<file path="config.mk">
export PLATFORM = sky130hd
export DESIGN_NAME = bounded_deque_with_value_delete_core
export DESIGN_NICKNAME = d
export VERILOG_FILES = /design/src/bdq_pkg.sv /design/src/bounded_deque_with_value_delete_core.sv /design/src/bdq_ctrl.sv /design/src/bdq_datapath.sv
export SDC_FILE = /design/constraint.sdc
export NUM_CORES = 2
export LEC_CHECK = 0
export BUFFER_PORTS_ARGS = -buffer_cell sky130_fd_sc_hd__buf_4
export CORE_MARGIN = 2
export CORE_UTILIZATION = 40
export DETAILED_ROUTE_END_ITERATION = 8
export GPL_ROUTABILITY_DRIVEN = 1
export HOLD_SLACK_MARGIN = 0.02
export PLACE_DENSITY_LB_ADDON = 0.12
export SETUP_SLACK_MARGIN = 0.5
export SLEW_MARGIN = 15
export SYNTH_ARGS = -nofsm -noshare
export SYNTH_HDL_FRONTEND = slang
export SYNTH_SLANG_ARGS = --single-unit
export TNS_END_PERCENT = 100
</file>
<file path="constraint.sdc">
create_clock -name clk -period 17.2 [get_ports clk]
set_input_delay 0 -clock clk [delete_from_list [all_inputs] [get_ports clk]]
set_output_delay 0 -clock clk [all_outputs]
set_load 0.02 [all_outputs]
</file>
<file path="src/bdq_pkg.sv">
// Shared types and constants for the bounded deque core.
package bdq_pkg;

  localparam int CAPACITY_DEF = 16;
  localparam int VAL_W        = 32;
  localparam int OP_W         = 3;
  localparam int STAT_W       = 2;
  localparam int CNT_OUT_W    = 5;

  // Operation codes of a request
  typedef enum logic [OP_W-1:0] {
    OP_PUSH_FRONT = 3'd0,
    OP_PUSH_BACK  = 3'd1,
    OP_DELETE     = 3'd2,
    OP_POP_FRONT  = 3'd3,
    OP_POP_BACK   = 3'd4
  } op_t;

  // Result status codes
  typedef enum logic [STAT_W-1:0] {
    STAT_OK        = 2'd0,
    STAT_EMPTY     = 2'd1,
    STAT_FULL      = 2'd2,
    STAT_NOT_FOUND = 2'd3
  } stat_t;

  // Controller states
  typedef enum logic [0:0] {
    S_IDLE = 1'b0,
    S_EXEC = 1'b1
  } state_t;

  // Controller to datapath commands
  typedef struct packed {
    logic load_req;
    logic exec;
  } cmd_t;

  // Datapath to controller status
  typedef struct packed {
    logic out_full;
  } dp_stat_t;

endpackage

</file>
<file path="src/bounded_deque_with_value_delete_core.sv">
// Top level of the bounded deque core with delete by value.
// A request is captured in the request register, and its chain update then writes the result register.
// A new request is not accepted until the current one has made its chain update.
// Backpressure on the result holds the chain update until the result register frees up.
// Reset (rst_n low, synchronous) empties the store and drops any pending result;
// cell contents are not cleared and only cells below the count ever reach a result.
module bounded_deque_with_value_delete_core #(
  parameter int CAPACITY = bdq_pkg::CAPACITY_DEF
) (
  input  logic        clk,
  input  logic        rst_n,
  input  logic        in_tvalid,
  output logic        in_tready,
  input  logic [39:0] in_tdata,   // [2:0] operation, [34:3] value, [39:35] zero
  output logic        out_tvalid,
  input  logic        out_tready,
  output logic [39:0] out_tdata   // [1:0] status, [33:2] removed_value,
                                  // [38:34] entry_count, [39] zero
);

  bdq_pkg::cmd_t                    cmd;
  bdq_pkg::dp_stat_t                dp_stat;
  logic [bdq_pkg::STAT_W-1:0]       status;
  logic signed [bdq_pkg::VAL_W-1:0] removed_value;
  logic [bdq_pkg::CNT_OUT_W-1:0]    entry_count;

  bdq_ctrl u_ctrl (
    .clk        (clk),
    .rst_n      (rst_n),
    .in_tvalid  (in_tvalid),
    .in_tready  (in_tready),
    .out_tready (out_tready),
    .dp_stat    (dp_stat),
    .cmd        (cmd)
  );

  bdq_datapath #(
    .CAPACITY (CAPACITY)
  ) u_datapath (
    .clk               (clk),
    .rst_n             (rst_n),
    .cmd               (cmd),
    .dp_stat           (dp_stat),
    .in_operation      (in_tdata[2:0]),
    .in_value          (in_tdata[34:3]),
    .out_tready        (out_tready),
    .out_tvalid        (out_tvalid),
    .out_status        (status),
    .out_removed_value (removed_value),
    .out_entry_count   (entry_count)
  );

  // Pack the result
  assign out_tdata = {1'b0, entry_count, removed_value, status};

endmodule

</file>
<file path="src/bdq_ctrl.sv">
// Controller state machine: accepts a request, then runs it through the cell chain.
module bdq_ctrl (
  input  logic              clk,
  input  logic              rst_n,
  input  logic              in_tvalid,
  output logic              in_tready,
  input  logic              out_tready,
  input  bdq_pkg::dp_stat_t dp_stat,
  output bdq_pkg::cmd_t     cmd
);

  bdq_pkg::state_t state_r;
  bdq_pkg::state_t state_nxt;
  logic            slot_free;

  // Result slot can take a new result this cycle
  assign slot_free = !dp_stat.out_full || out_tready;

  // Hold state
  always_ff @(posedge clk) begin
    if (!rst_n) begin
      state_r <= bdq_pkg::S_IDLE;
    end else begin
      state_r <= state_nxt;
    end
  end

  // Advance state
  always_comb begin
    state_nxt = state_r;
    unique case (state_r)
      bdq_pkg::S_IDLE: begin
        if (in_tvalid) state_nxt = bdq_pkg::S_EXEC;
      end
      bdq_pkg::S_EXEC: begin
        if (slot_free) state_nxt = bdq_pkg::S_IDLE;
      end
      default: state_nxt = bdq_pkg::S_IDLE;
    endcase
  end

  // Drive commands
  always_comb begin
    in_tready    = 1'b0;
    cmd.load_req = 1'b0;
    cmd.exec     = 1'b0;
    unique case (state_r)
      bdq_pkg::S_IDLE: begin
        in_tready    = 1'b1;
        cmd.load_req = in_tvalid;
      end
      bdq_pkg::S_EXEC: begin
        cmd.exec = slot_free;
      end
      default: ;
    endcase
  end

endmodule

</file>
<file path="src/bdq_datapath.sv">
// Datapath: request register, deque cell chain, entry count and result register.
module bdq_datapath #(
  parameter int CAPACITY = bdq_pkg::CAPACITY_DEF
) (
  input  logic                              clk,
  input  logic                              rst_n,
  input  bdq_pkg::cmd_t                     cmd,
  output bdq_pkg::dp_stat_t                 dp_stat,
  input  logic [bdq_pkg::OP_W-1:0]          in_operation,
  input  logic signed [bdq_pkg::VAL_W-1:0]  in_value,
  input  logic                              out_tready,
  output logic                              out_tvalid,
  output logic [bdq_pkg::STAT_W-1:0]        out_status,
  output logic signed [bdq_pkg::VAL_W-1:0]  out_removed_value,
  output logic [bdq_pkg::CNT_OUT_W-1:0]     out_entry_count
);

  localparam int CW    = $clog2(CAPACITY + 1);
  localparam int IDXW  = $clog2(CAPACITY);
  localparam int EXTW  = CW + bdq_pkg::CNT_OUT_W;

  // Request register
  logic [bdq_pkg::OP_W-1:0]         op_r;
  logic signed [bdq_pkg::VAL_W-1:0] val_r;

  // Cell chain, cell 0 is the front
  logic signed [bdq_pkg::VAL_W-1:0] cell_r   [CAPACITY];
  logic signed [bdq_pkg::VAL_W-1:0] cell_nxt [CAPACITY];
  logic [CW-1:0]                    count_r;
  logic [CW-1:0]                    count_nxt;

  // Result register
  logic                             out_valid_r;
  logic [bdq_pkg::STAT_W-1:0]       status_r;
  logic signed [bdq_pkg::VAL_W-1:0] removed_r;
  logic [bdq_pkg::CNT_OUT_W-1:0]    cnt_out_r;

  logic [bdq_pkg::STAT_W-1:0]       status_nxt;
  logic signed [bdq_pkg::VAL_W-1:0] removed_nxt;
  logic [EXTW-1:0]                  cnt_ext;

  logic [CAPACITY-1:0]              match;
  logic [CAPACITY-1:0]              hit;
  logic                             is_full;
  logic                             is_empty;
  logic [IDXW-1:0]                  back_idx;

  assign is_full  = (count_r == CW'(CAPACITY));
  assign is_empty = (count_r == '0);
  assign back_idx = IDXW'(count_r - CW'(1));

  // Compare each held cell against the request value; mark cells at or past the first hit
  always_comb begin
    for (int i = 0; i < CAPACITY; i++) begin
      match[i] = (CW'(i) < count_r) && (cell_r[i] == val_r);
    end
    hit[0] = match[0];
    for (int i = 1; i < CAPACITY; i++) begin
      hit[i] = hit[i-1] | match[i];
    end
  end

  // Work out next cells, count and result
  always_comb begin
    for (int i = 0; i < CAPACITY; i++) begin
      cell_nxt[i] = cell_r[i];
    end
    count_nxt   = count_r;
    status_nxt  = bdq_pkg::STAT_OK;
    removed_nxt = '0;
    unique case (op_r)
      bdq_pkg::OP_PUSH_FRONT: begin
        if (is_full) begin
          status_nxt = bdq_pkg::STAT_FULL;
        end else begin
          cell_nxt[0] = val_r;
          for (int i = 1; i < CAPACITY; i++) begin
            cell_nxt[i] = cell_r[i-1];
          end
          count_nxt = count_r + CW'(1);
        end
      end
      bdq_pkg::OP_PUSH_BACK: begin
        if (is_full) begin
          status_nxt = bdq_pkg::STAT_FULL;
        end else begin
          for (int i = 0; i < CAPACITY; i++) begin
            if (CW'(i) == count_r) cell_nxt[i] = val_r;
          end
          count_nxt = count_r + CW'(1);
        end
      end
      bdq_pkg::OP_DELETE: begin
        if (is_empty) begin
          status_nxt = bdq_pkg::STAT_EMPTY;
        end else if (!hit[CAPACITY-1]) begin
          status_nxt = bdq_pkg::STAT_NOT_FOUND;
        end else begin
          // Close the gap behind the first match
          for (int i = 0; i < CAPACITY - 1; i++) begin
            if (hit[i]) cell_nxt[i] = cell_r[i+1];
          end
          removed_nxt = val_r;
          count_nxt   = count_r - CW'(1);
        end
      end
      bdq_pkg::OP_POP_FRONT: begin
        if (is_empty) begin
          status_nxt = bdq_pkg::STAT_EMPTY;
        end else begin
          for (int i = 0; i < CAPACITY - 1; i++) begin
            cell_nxt[i] = cell_r[i+1];
          end
          removed_nxt = cell_r[0];
          count_nxt   = count_r - CW'(1);
        end
      end
      bdq_pkg::OP_POP_BACK: begin
        if (is_empty) begin
          status_nxt = bdq_pkg::STAT_EMPTY;
        end else begin
          removed_nxt = cell_r[back_idx];
          count_nxt   = count_r - CW'(1);
        end
      end
      default: ;
    endcase
  end

  // Mask the count to the result field
  assign cnt_ext = EXTW'(count_nxt);

  // Capture the request
  always_ff @(posedge clk) begin
    if (cmd.load_req) begin
      op_r  <= in_operation;
      val_r <= in_value;
    end
  end

  // Update the cell chain
  always_ff @(posedge clk) begin
    if (cmd.exec) begin
      for (int i = 0; i < CAPACITY; i++) begin
        cell_r[i] <= cell_nxt[i];
      end
    end
  end

  // Hold count and result valid
  always_ff @(posedge clk) begin
    if (!rst_n) begin
      count_r     <= '0;
      out_valid_r <= 1'b0;
    end else begin
      if (cmd.exec) begin
        count_r     <= count_nxt;
        out_valid_r <= 1'b1;
      end else if (out_tready) begin
        out_valid_r <= 1'b0;
      end
    end
  end

  // Hold result payload
  always_ff @(posedge clk) begin
    if (cmd.exec) begin
      status_r  <= status_nxt;
      removed_r <= removed_nxt;
      cnt_out_r <= cnt_ext[bdq_pkg::CNT_OUT_W-1:0];
    end
  end

  assign dp_stat.out_full  = out_valid_r;
  assign out_tvalid        = out_valid_r;
  assign out_status        = status_r;
  assign out_removed_value = removed_r;
  assign out_entry_count   = cnt_out_r;

  // Count never exceeds capacity
  a_count_bound: assert property (@(posedge clk) disable iff (!rst_n)
    count_r <= CW'(CAPACITY))
    else $error("entry count above capacity");

  // A refused push leaves the count alone
  a_full_keeps_count: assert property (@(posedge clk) disable iff (!rst_n)
    (cmd.exec && status_nxt == bdq_pkg::STAT_FULL) |=> count_r == $past(count_r))
    else $error("refused push changed count");

  // A result is never overwritten before it is taken
  a_no_overwrite: assert property (@(posedge clk) disable iff (!rst_n)
    cmd.exec |-> (!out_valid_r || out_tready))
    else $error("result overwritten");

  // Full status only reported on a full store
  a_full_status: assert property (@(posedge clk) disable iff (!rst_n)
    (cmd.exec && status_nxt == bdq_pkg::STAT_FULL) |-> is_full)
    else $error("full status on non-full store");

endmodule

</file>
======== After elaboration in Yosys (flattened, before gate mapping) ========
Memory sizes are Yosys's and may differ from the RTL's.
Index checks and enable logic that the tools add are counted.
W data, S select, Z words.
word-level totals
  memories ................................ 1
  bits in writable memories ............... 512
  output and inout bits ................... 42
  flip-flop bits (word level) ............. 81
  logic and storage cells ................. 165
  bits of input ports ..................... 44
cells by class
  equality and inequality tests ........... 36
  muxes and demuxes ....................... 63
  $add $sub $neg .......................... 2
  reductions and logical operators ........ 23
  magnitude comparators ................... 16
  bitwise operators ....................... 16
memory list
  memory             depth  width  rd ports  clocked after memory_dff  write ports  RTL line            RTL
  u_datapath.cell_r  16     32     17        0                         16           bdq_datapath.sv:27  logic signed [bdq_pkg::VAL_W-1:0] cell_r [CAPACITY];
operators with widths
  kind                   count
  $pmux W480 S4          1
  $mux W480              3
  $mux W32               35
  $mux W512              2
  $eq A32 B32 Y1         16
  $pmux W32 S3           1
  $pmux W32 S2           1
  $eq A4 B5 Y1 const A   8
  $lt A4 B5 Y1 const A   8
  $eq A3 B5 Y1 const A   4
  $lt A3 B5 Y1 const A   4
  $mux W5                4
  $logic_and A1 B1 Y1    16
  $or A1 B1 Y1           15
  $pmux W5 S3            1
  $eq A2 B5 Y1 const A   2
  $lt A1 B5 Y1 const A   2
  $lt A2 B5 Y1 const A   2
  $mux W1                10
  $eq A3 B2 Y1 const B   2
  $mux W2                3
  $pmux W2 S3            1
  $add A5 B1 Y5 const B  1
  $eq A1 B5 Y1 const A   1
  other kinds (12)       13

======== Longest topological paths before layout ========
An unclocked memory read counts as a cell.
  word-level depth ........................ 21
  gate-level depth with buffers ........... 16
  mapped depth without buffers ............ 11

======== Cells and area by module ========
Synthesis repeated with hierarchy kept, for this count alone.
second synthesis, totals
  cell total of the unflattened synthesis .. 2,799
  area, all modules ....................... 36,510.0 um^2
by module, submodules not included
  module                                instances  area an instance (um^2)  sequential area each (um^2)  cells each
  bdq_datapath                          1          36,427.4                 17,717.0                     2,790
  bdq_ctrl                              1          71.3                     20.0                         7
  bounded_deque_with_value_delete_core  1          11.3                     0.0                          2

======== Worst setup path before layout ========
Ideal clock, no wire load.
  kind .................................... register to register
  start point ............................. register, netlist name u_datapath.count_r[0]
  end point ............................... memory u_datapath.cell_r[1][0] in the netlist's numbering, enable pin
  cell stages (with the launch flop) ...... 15
  required time ........................... 16.732 ns
  library setup time ...................... 0.468 ns
  path buffers ............................ 6
  data arrival time ....................... 5.545 ns
  clock period less this slack ............ 6.013 ns
  path slack .............................. 11.187 ns
  cells stage by stage .................... dfxtp_1 > clkbuf_1 > buf_2 > clkbuf_1 > clkbuf_1 > inv_1 > ha_1 > nor2b_1 > and2_1 > clkbuf_1 > a211oi_1 > o21ai_0 > or2_1 > buf_2 > nor3b_1
RTL lines
  element        RTL line
  end, declared  bdq_datapath.sv:27

==> metrics.cfg <==
[run_status]
status = complete, no violations

[setup_path]
path_class = register to register
path_max_fanout = 21
crit_arrival_ns = 7.05
cp-start-kind = register
required_ns = 17.48
setup.worst_path.end_class = register

[global_routing]
grt_pass1_vias = 26580
grt_use_met3 = 0.08476
grt_max_degree = 109
met2_usage = 0.5403
gr-usage-all-layers = 0.3654
grt.met1_usage = 0.5019
grt_pass1_wl_um = 233100
top_usage_layer = met2
grt_overflow_total = 0
antenna_found_initial = 8

[timing]
min_period_ns = 6.764
finalHoldViolCount = 0
fin_skew_ns = 0.02618
finalCritPeriodShare = 0.3933
setup_viol = 0
worst_pin_slew_ns = 1.279
grt_setup_unrepaired = false
slew_headroom = 0.1256
fin_setup_tns_ns = 0
slew_viol_final = 0
clock.fmax_ghz = 0.1478
worst_slack_ns = 10.44

[detailed_routing]
viasPerCell = 7.181
finalWirelength_um = 172200
post_drt_wl_per_cell_um = 43.55
vias = 28390
drcViolationCount = 0
drtPass1Iterations = 7
drt-initial-drc-count = 5067
ant_nets = 0

[yosys]
syn_inst = 2750
synth_compound_area_frac = 0.1614
syn-num-nets = 2799
synth.mux.area_fraction = 0.09997
yosys.area_share.simple = 0.07959
synth_edf_count = 586
synth_xor_area_frac = 0.1267
yosysWarnings = 0
synth.most_common_cell = edfxtp_1
syn-mean-instance-area_um2 = 13.11
synthTopCellsByArea = edfxtp_1, a221o_1, mux4_2
synthArstFlopShare = 0
syn_area_um2 = 36050
ys_seq_elements = 593
synth-adder-area-share = 0.001736
ys_types = 69
synth_ff_type = edfxtp_1
synth_common_cells = edfxtp_1, a221o_1, xnor2_1
yosys.area.top_type_share = 0.4882
synth_top_area_cell = edfxtp_1
yosysSeqAreaShare = 0.4921
synth_top_family_by_area = compound AO/OA/AOI/OAI gates

[place]
preCtsSetupSlack_ns = 10.92
dp_cells = 3783
place_congestion = 1.040
portBuffers = 79
hpwlAfterDp_um = 124000

[clock_tree]
cts.sinks = 593
htreeDepth = 3
cts_tree = done
clk_pin_slew_worst_paths_ns = 0.06
cts_root_buf = clkbuf_16
ctsResizeCount = 0
cts_buffers = 72
holdBufCountCts = 39
cts_buffer_depth = 3
cts_setup_buffers = 0
worstSkewPairLatency_ns = 0.67

[flow_run]
maxCapViolCount = 0

[worst_hold_path]
min_path_type = primary input to register

[floorplanning]
die_area_um2 = 92530
die_w_um = 304.2
core_area_um2 = 89600
rows = 110
initial_core_util = 0.4023
die_h_um = 304.2
pin_count = 86

[layout]
drive_above_1_share = 0.1823
final_nets = 2771
layoutNonFillerInstCount = 3954
syn_to_final_growth_pct = 11.79

[power_and_ir_drop]
powerDensity_nw_per_um2 = 99.31
peakVddDrop_mv = 0.06826
leakagePower_nw = 12.64

cell families (layout without fill, tap and decap cells):
logic type | count (synthesis) | count (layout)
adder cells (fa/ha/maj) | 5 | 5
XOR/XNOR | 519 | 519
buffers and inverters | 322 | 348
AO/OA/AOI/OAI | 634 | 634
multiplexers | 160 | 160
AND/OR/NAND/NOR | 516 | 516
flip-flops | 593 | 593
other | 1 | 3
layer usage:
layer	share of wire	routed length, µm	up-vias
met5	0.00033	56	-
met4	0.060	10310	8
met3	0.11	18120	357
met2	0.44	74950	2116
met1	0.40	68750	14730
li1	-	-	11190
sequential cells by signal, summed over array words and instances (netlist names):
name and cells:
u_datapath.dp_stat 1, u_datapath.out_entry_count 5, u_ctrl.state_r 1, u_datapath.cell_r 512
u_datapath.out_status 2, u_datapath.count_r 5, u_datapath.op_r 3, u_datapath.out_removed_value 32
u_datapath.val_r 32
where the power goes:
part           leakage (nW)  internal, mW  switching (mW)  total (mW)
sequential             5.42          1.66          0.0541        1.71
clock                  1.08         0.838           0.662        1.50
combinational          6.15         0.279           0.511       0.791
placed cells by master, fill, tap and decap left out, types with 21 or more instances in the layout:
cell type / netlist / routed
nor3_1: 31 / 22
nand3_1: 40 / 40
xnor2_1: 347 / 345
clkbuf_1: 222 / 24
edfxtp_1: 586 / 586
a21oi_1: 30 / 30
nand2_1: 126 / 126
dlygate4sd3_1: 0 / 39
nor4_1: 61 / 60
a22oi_1: 33 / 33
a221o_1: 448 / 448
xor2_1: 169 / 169
mux4_2: 160 / 160
o21ai_0: 21 / 21
nor2_1: 31 / 29
a21o_1: 35 / 35
buf_4: 6 / 170
clkbuf_16: 0 / 74
nand4_1: 109 / 109
and2_1: 38 / 37
worst paths after layout:
path                                 startpoint                                   to  slack, ns  depth (start not counted)
max              u_datapath.val_r[29]$_DFFE_PP_  u_datapath.cell_r[11][22]$_DFFE_PP_      10.44                         11
min                                 in_tdata[9]        u_datapath.val_r[6]$_DFFE_PP_       0.06                          2
max reg2reg      u_datapath.val_r[29]$_DFFE_PP_  u_datapath.cell_r[11][22]$_DFFE_PP_      10.44                         11
min reg2reg  u_datapath.cell_r[1][19]$_DFFE_PP_   u_datapath.cell_r[0][19]$_DFFE_PP_       0.64                          2
worst max-delay path: stages, from the launching register on:
cell and delay, ns:
edfxtp_1 0.36, buf_4 0.25, xnor2_1 0.90, nand4_1 0.24, nor4_1 1.05, nand3_1 0.40, o2111a_1 0.30, nand4_1 0.33
nor3_2 0.20, or2_1 0.55, a211oi_4 1.02, buf_4 0.63
per-stage QoR:
stage / utilization / instance area [µm²] / power (mW) / hold slack (ns)
after floorplan: - / 36050 / 2.174 / 0.09887
after global placement: 0.4199 / 37630 / 2.490 / 0.1788
after detailed placement: 0.4202 / 37650 / 2.495 / 0.1797
after CTS: 0.4492 / 40250 / 3.985 / 0.03215
after global routing: 0.4497 / 40290 / 4.080 / 0.04959
final: 0.4498 / 40300 / 4.002 / 0.05715
area by class of cell:
type,count,area (µm²)
well taps,1176,1471
fillers,8105,49300
diodes,2,5.005
multi-input cells,1835,17110
flip-flops and latches,593,17740
clock buffers,101,1983
repair buffers,212,1727
clock inverters,27,226.5
inverters,8,30.03
No activity file was read; power rests on OpenSTA's default activity.
